$ cat src/hdl/vsp_pkg.sv
`default_nettype none

package vsp_pkg;

   // default field geometry
   localparam int COORD_WIDTH_DEF = 24;
   localparam int TIME_WIDTH_DEF  = 32;
   localparam int FRAC_BITS_DEF   = 8;

   // width of every result value
   localparam int VAL_WIDTH = 32;

   // number of divider lanes: three axes and the speed
   localparam int NUM_LANES = 4;
   localparam int LANE_SPEED = 3;

   // control that travels with a word into the merge stage
   typedef struct packed {
      logic valid;
      logic zero;
   } vsp_ctl_type;

endpackage

`default_nettype wire

$ cat src/hdl/vsp_if.sv
`default_nettype none


// response channel: velocity, speed and flags
interface vsp_rsp_if;
   logic                               valid;
   logic                               ready;
   logic signed [vsp_pkg::VAL_WIDTH-1:0] vel_x;
   logic signed [vsp_pkg::VAL_WIDTH-1:0] vel_y;
   logic signed [vsp_pkg::VAL_WIDTH-1:0] vel_z;
   logic signed [vsp_pkg::VAL_WIDTH-1:0] speed;
   logic                               zero_interval;
   logic                               saturated;

   modport source (
      output valid, vel_x, vel_y, vel_z, speed, zero_interval, saturated,
      input  ready
   );
   modport sink (
      input  valid, vel_x, vel_y, vel_z, speed, zero_interval, saturated,
      output ready
   );
endinterface

`default_nettype wire

$ cat src/hdl/vsp_merge.sv
`default_nettype none

module vsp_merge #(
   parameter int QUOT_WIDTH = 33
) (
   input  wire logic                  clock,
   input  wire logic                  reset,
   input  wire logic                  en,
   input  wire vsp_pkg::vsp_ctl_type  ctl,
   input  wire logic [QUOT_WIDTH-1:0] quot [vsp_pkg::NUM_LANES],
   input  wire logic                  neg  [vsp_pkg::NUM_LANES],
   vsp_rsp_if.source                  rsp
);
   import vsp_pkg::*;

   localparam int EW = (QUOT_WIDTH > VAL_WIDTH + 1) ? QUOT_WIDTH : VAL_WIDTH + 1;
   localparam logic [EW-1:0] LIM_NEG = EW'(34'h0_8000_0000);
   localparam logic [EW-1:0] LIM_POS = EW'(34'h0_7fff_ffff);

   logic [VAL_WIDTH-1:0] val_in [NUM_LANES];
   logic [VAL_WIDTH-1:0] val_ff [NUM_LANES];
   logic                 sat_in, sat_ff, zero_ff, vld_ff;

   // clip each lane to 32 bits and apply its sign; a zero interval forces all lanes to zero
   always_comb begin
      logic [EW-1:0] mag;
      sat_in = 1'b0;
      for (int i = 0; i < NUM_LANES; i++) begin
         mag = EW'(quot[i]);
         if (neg[i]) begin
            if (mag > LIM_NEG) begin
               sat_in    = 1'b1;
               val_in[i] = 32'h8000_0000;
            end else begin
               val_in[i] = VAL_WIDTH'(EW'(0) - mag);
            end
         end else begin
            if (mag > LIM_POS) begin
               sat_in    = 1'b1;
               val_in[i] = 32'h7fff_ffff;
            end else begin
               val_in[i] = VAL_WIDTH'(mag);
            end
         end
      end
      if (ctl.zero) begin
         sat_in = 1'b0;
         for (int i = 0; i < NUM_LANES; i++) begin
            val_in[i] = '0;
         end
      end
   end

   // output word register
   always_ff @(posedge clock) begin
      if (en) begin
         val_ff  <= val_in;
         sat_ff  <= sat_in;
         zero_ff <= ctl.zero;
      end
   end

   always_ff @(posedge clock) begin
      if (reset) begin
         vld_ff <= 1'b0;
      end else if (en) begin
         vld_ff <= ctl.valid;
      end
   end

   assign rsp.valid         = vld_ff;
   assign rsp.vel_x         = val_ff[0];
   assign rsp.vel_y         = val_ff[1];
   assign rsp.vel_z         = val_ff[2];
   assign rsp.speed         = val_ff[LANE_SPEED];
   assign rsp.zero_interval = zero_ff;
   assign rsp.saturated     = sat_ff;

   // zero interval gives an all-zero word
   a_zero_values: assert property (@(posedge clock) disable iff (reset)
      (vld_ff && zero_ff) |-> (val_ff[0] == '0 && val_ff[1] == '0 && val_ff[2] == '0
                               && val_ff[LANE_SPEED] == '0))
      else $error("zero interval with nonzero result");

   a_zero_no_sat: assert property (@(posedge clock) disable iff (reset)
      (vld_ff && zero_ff) |-> !sat_ff)
      else $error("zero interval flagged as saturated");

   // a clipped word carries at least one limit value
   a_sat_limit: assert property (@(posedge clock) disable iff (reset)
      (vld_ff && sat_ff) |->
         (val_ff[0] == 32'h7fff_ffff || val_ff[0] == 32'h8000_0000 ||
          val_ff[1] == 32'h7fff_ffff || val_ff[1] == 32'h8000_0000 ||
          val_ff[2] == 32'h7fff_ffff || val_ff[2] == 32'h8000_0000 ||
          val_ff[LANE_SPEED] == 32'h7fff_ffff || val_ff[LANE_SPEED] == 32'h8000_0000))
      else $error("saturated flag without a limit value");

endmodule

`default_nettype wire

$ cat src/flat_wrapper.sv
// flat-port wrapper written by rule: the top's interface ports become plain ports
module vsp_merge_flat import vsp_pkg::*;
#(
   parameter int QUOT_WIDTH = 33
)
  (clock, reset, en, ctl, quot, neg, rsp_valid, rsp_vel_x, rsp_vel_y, rsp_vel_z, rsp_speed, rsp_zero_interval, rsp_saturated, rsp_ready);
  vsp_rsp_if rsp_i ();
  input  wire logic clock;
  input  wire logic reset;
  input  wire logic en;
  input  wire vsp_pkg::vsp_ctl_type ctl;
  input  wire logic [QUOT_WIDTH-1:0] quot[vsp_pkg::NUM_LANES];
  input  wire logic neg[vsp_pkg::NUM_LANES];
  output wire logic [$bits(rsp_i.valid)-1:0] rsp_valid;
  output wire logic [$bits(rsp_i.vel_x)-1:0] rsp_vel_x;
  output wire logic [$bits(rsp_i.vel_y)-1:0] rsp_vel_y;
  output wire logic [$bits(rsp_i.vel_z)-1:0] rsp_vel_z;
  output wire logic [$bits(rsp_i.speed)-1:0] rsp_speed;
  output wire logic [$bits(rsp_i.zero_interval)-1:0] rsp_zero_interval;
  output wire logic [$bits(rsp_i.saturated)-1:0] rsp_saturated;
  input wire logic [$bits(rsp_i.ready)-1:0] rsp_ready;
  assign rsp_valid = rsp_i.valid;
  assign rsp_vel_x = rsp_i.vel_x;
  assign rsp_vel_y = rsp_i.vel_y;
  assign rsp_vel_z = rsp_i.vel_z;
  assign rsp_speed = rsp_i.speed;
  assign rsp_zero_interval = rsp_i.zero_interval;
  assign rsp_saturated = rsp_i.saturated;
  assign rsp_i.ready = rsp_ready;
  vsp_merge #(.QUOT_WIDTH(QUOT_WIDTH)) u_core (.clock(clock), .reset(reset), .en(en), .ctl(ctl), .quot(quot), .neg(neg), .rsp(rsp_i));
endmodule
$ cat config.mk
export PLATFORM = sky130hd
export DESIGN_NAME = vsp_merge_flat
export DESIGN_NICKNAME = d
export VERILOG_FILES = /design/src/hdl/vsp_pkg.sv /design/src/hdl/vsp_if.sv /design/src/hdl/vsp_merge.sv /design/src/flat_wrapper.sv
export SDC_FILE = /design/constraint.sdc
export NUM_CORES = 1
export LEC_CHECK = 0
export BUFFER_PORTS_ARGS = -buffer_cell sky130_fd_sc_hd__buf_2
export CORE_MARGIN = 2
export CORE_UTILIZATION = 40
export DETAILED_ROUTE_END_ITERATION = 6
export SLEW_MARGIN = 25
export SYNTH_ARGS = -nofsm -noshare
export SYNTH_HDL_FRONTEND = slang
export SYNTH_SLANG_ARGS = --single-unit
$ cat constraint.sdc
create_clock -name clock -period 5 [get_ports clock]
set_input_delay 1 -clock clock [delete_from_list [all_inputs] [get_ports clock]]
set_output_delay 1 -clock clock [all_outputs]
set_load 0.005 [all_outputs]
==> results.yml <==
yosys:
  synth-edff-count: 130
  synthMuxAreaShare_pct: 0.1090
  synth_top_family_by_area: "simple AND/OR/NAND/NOR gates"
  yosysSeqAreaShare_pct: 42.71
  ys_warn_count: 0
  syn_area_um2: 9186
  synthAdderAreaFrac_pct: 1.090
  synthFlopType: "edfxtp_1"
  ys_seq_elements: 131
  syn_avg_cell_area_um2: 8.732
  synth_xor_area_share_pct: 0.4767
  netlist_instances: 1052
  postSynth.asyncResetShare_pct: 0
  synth-compound-area-share_pct: 23.00
  synth_cell_types: 65
  syn_nets: 1202
  synth-simple-area-share_pct: 28.30
floorplanning:
  row_count: 55
  dieArea_um2: 24190
  die_w_um: 155.5
  start_util_pct: 40.70
  core_area_um2: 22570
  io_pins: 273
  die_y_um: 155.5
pwr:
  power_frac_comb_pct: 17.1
  power_frac_seq_pct: 42.4
  p_sw_mw: 0.8737
  p_per_area_nw_per_um2: 280.4
  peakVddDrop_mv: 0.1952
  intPower_mw: 2.303
  p_leak_nw: 3.965
  switching_share_pct: 27.50
  clockPowerShare_pct: 40.5
place:
  dp_cells: 1548
  dp_hpwl_um: 21420
  placed_cell_area_um2: 10740
  portBuffers: 271
  gp_congestion: 0.9057
min_path:
  hp-start: "u_core.rsp.valid$_SDFFE_PP0P_"
  hold_class: "flop to flop"
  whs_path_depth: 2
  hold_end: "u_core.rsp.valid$_SDFFE_PP0P_"
clock_network:
  root_buffer: "clkbuf_16"
  cts.repair.resized: 0
  ctsLongestPathBuffers: 2
  worstSkewPairLatency_ns: 0.42
  ctsHoldBuffers: 0
  cts_setup_buffers: 0
  cts-htree-levels: 4
  path_clk_slew_ns: 0.06
  cts_buffers: 17
  cts.sinks: 131
  cts_tree: "built"
sta:
  fin_setup_tns_ns: 0
  fin_crit_sh_pct: 74.85
  slew_headroom_pct: 41.58
  hold_viol_final: 0
  fmax_ghz: 0.2672
  finalCriticalPeriod_ns: 3.742
  clock-skew-final_ns: 0
  fin_hold_ws_ns: 0.4971
  rsz0062_at_grt: "false"
  setup_violations: 0
  drv_slew: 0
  worst_slew_pin_slew_ns: 0.8762
global_route:
  track_usage_pct: 24.80
  grt_overflow_total: 0
  grt_start_max_net_pins: 76
  grt_pass1_wl_um: 48350
  antenna_found_initial: 0
  grt_pass1_vias: 9080
layout:
  nets: 1432
  drive_above_1_share_pct: 26.89
  area_growth_pct: 23.33
  antennaDiodeCount: 0
  instances_no_fill: 1579
  final_area_um2: 11330
  fill_cells: 2210
detailed_routing:
  routed_via_density: 6.143
  wl_per_cell_um: 19.45
  antenna_left: 0
  finalWirelength_um: 30700
  drtIter0Drc: 787
  num_vias: 9700
  drt_pass1_iterations: 5
  drc: 0
setup_path:
  r2r_start: "u_core.rsp.valid$_SDFFE_PP0P_"
  ff2ff_path_depth: 2
  rr_endpoint: "u_core.rsp.valid$_SDFFE_PP0P_"
  crit_type: "input pin to flop"
  worst-r2r-setup-slack_ns: 4.42
  worstPathRequired_ns: 5.23
  crit_path_end_kind: "flop"
  critPathMaxFanout: 21
  critPathArrivalTime_ns: 3.98
  cp-start-kind: "input pin"
flow_run:
  max_cap_viol_count: 0
run_status:
  status: "completed"
cell families after synthesis:
family,count (synthesis)
compound gates,334
xor+xnor,5
fa+ha+maj,8
buf+inv,102
flops,131
mux,1
simple gates,471
state kept, by name (all words and copies together), names as in the netlist:
| signal | count |
|---|---|
| u_core.rsp.valid | 1 |
| u_core.rsp.vel_x | 32 |
| u_core.rsp.speed | 32 |
| u_core.rsp.zero_interval | 1 |
| u_core.rsp.saturated | 1 |
| u_core.rsp.vel_z | 32 |
| u_core.rsp.vel_y | 32 |
how the worst max path moves through the flow:
stage,slack [ns],startpoint,cells after the start,end
final,1.26,quot[87],8,u_core.rsp.vel_y[26]$_SDFFCE_PP0P_
after global routing,1.10,quot[87],8,u_core.rsp.vel_y[26]$_SDFFCE_PP0P_
after CTS,1.28,quot[87],8,u_core.rsp.vel_y[26]$_SDFFCE_PP0P_
after detailed placement,0.85,quot[87],8,u_core.rsp.vel_y[26]$_SDFFCE_PP0P_
after global placement,0.81,quot[87],8,u_core.rsp.vel_y[26]$_SDFFCE_PP0P_
after floorplan,1.44,quot[87],7,u_core.rsp.vel_y[23]$_SDFFCE_PP0P_
critical path, cell delays in order:
cell,delay [ns]
buf_2,0.15
or4_4,0.55
or4_1,0.52
or4_4,0.70
a21oi_1,0.43
buf_4,0.27
a21oi_1,0.08
a211oi_1,0.27
final cells by class:
class,instances,area (um^2),area share (%)
inverter,28,105.1,0.9277
tap,285,356.6,3.147
timing repair buffer,285,1479,13.05
sequential,131,3924,34.63
multi-input combinational,819,4875,43.03
clock inverter,14,165.2,1.458
clock buffer,17,425.4,3.755
cells in the mapped netlist (14+ instances only):
| library cell | count | area share [%] |
|---|---|---|
| a211oi_1 | 25 | 2.0 |
| a21oi_1 | 77 | 4.2 |
| a31oi_1 | 67 | 4.6 |
| clkbuf_1 | 64 | 2.6 |
| edfxtp_1 | 130 | 42 |
| inv_1 | 26 | 1.1 |
| nand2_1 | 78 | 3.2 |
| nand2b_1 | 20 | 1.4 |
| nand3_1 | 20 | 1.1 |
| nand4_1 | 38 | 2.6 |
| nand4b_1 | 14 | 1.3 |
| nor2_1 | 71 | 2.9 |
| nor3_1 | 57 | 3.1 |
| nor4_1 | 40 | 2.7 |
| o21ai_0 | 78 | 4.2 |
| or2_2 | 23 | 1.6 |
| or3_1 | 54 | 3.7 |
| or4_1 | 16 | 1.3 |
through the flow:
step | setup slack (ns) | util (%) | total power, mW
after global routing | 1.097 | 50.19 | 3.312
after CTS | 1.276 | 50.19 | 3.198
after detailed placement | 0.8470 | 47.58 | 1.909
after floorplan | 1.440 | - | 1.606
final | 1.258 | 50.19 | 3.177
after global placement | 0.8110 | 47.58 | 1.906
cell usage in the layout (no fill, tap or decap), types with 8 or more instances in the layout:
cell type and count:
ha_1 8, a41oi_1 8, or3_1 54, a31oi_1 67
nand4b_1 14, nand2_1 78, nand2b_1 20, nor3b_1 8
nor3_1 57, nand4_1 38, buf_2 269, or2_2 23
inv_1 26, a21oi_1 77, or4_1 16, o21ai_0 78
edfxtp_1 130, a211oi_1 25, buf_4 15, nand3b_1 10
nor4_1 40, nand3_1 20, nor2_1 71, clkbuf_16 17
power by group through the flow:
stage | combinational (mW) | sequential (mW) | clock (mW)
floorplan | 0.224 | 1.38 | 0
global placement | 0.537 | 1.37 | 0
detailed placement | 0.540 | 1.37 | 0
CTS | 0.542 | 1.35 | 1.31
global route | 0.603 | 1.35 | 1.35
finish | 0.544 | 1.35 | 1.29
routing by layer:
layer,track usage (%),part of all wire (%)
met1,33.57,43
met2,39.00,46
met5,0,0
met3,5.917,8.2
met4,8.606,2.0
Power figures use the tool's default switching activity.
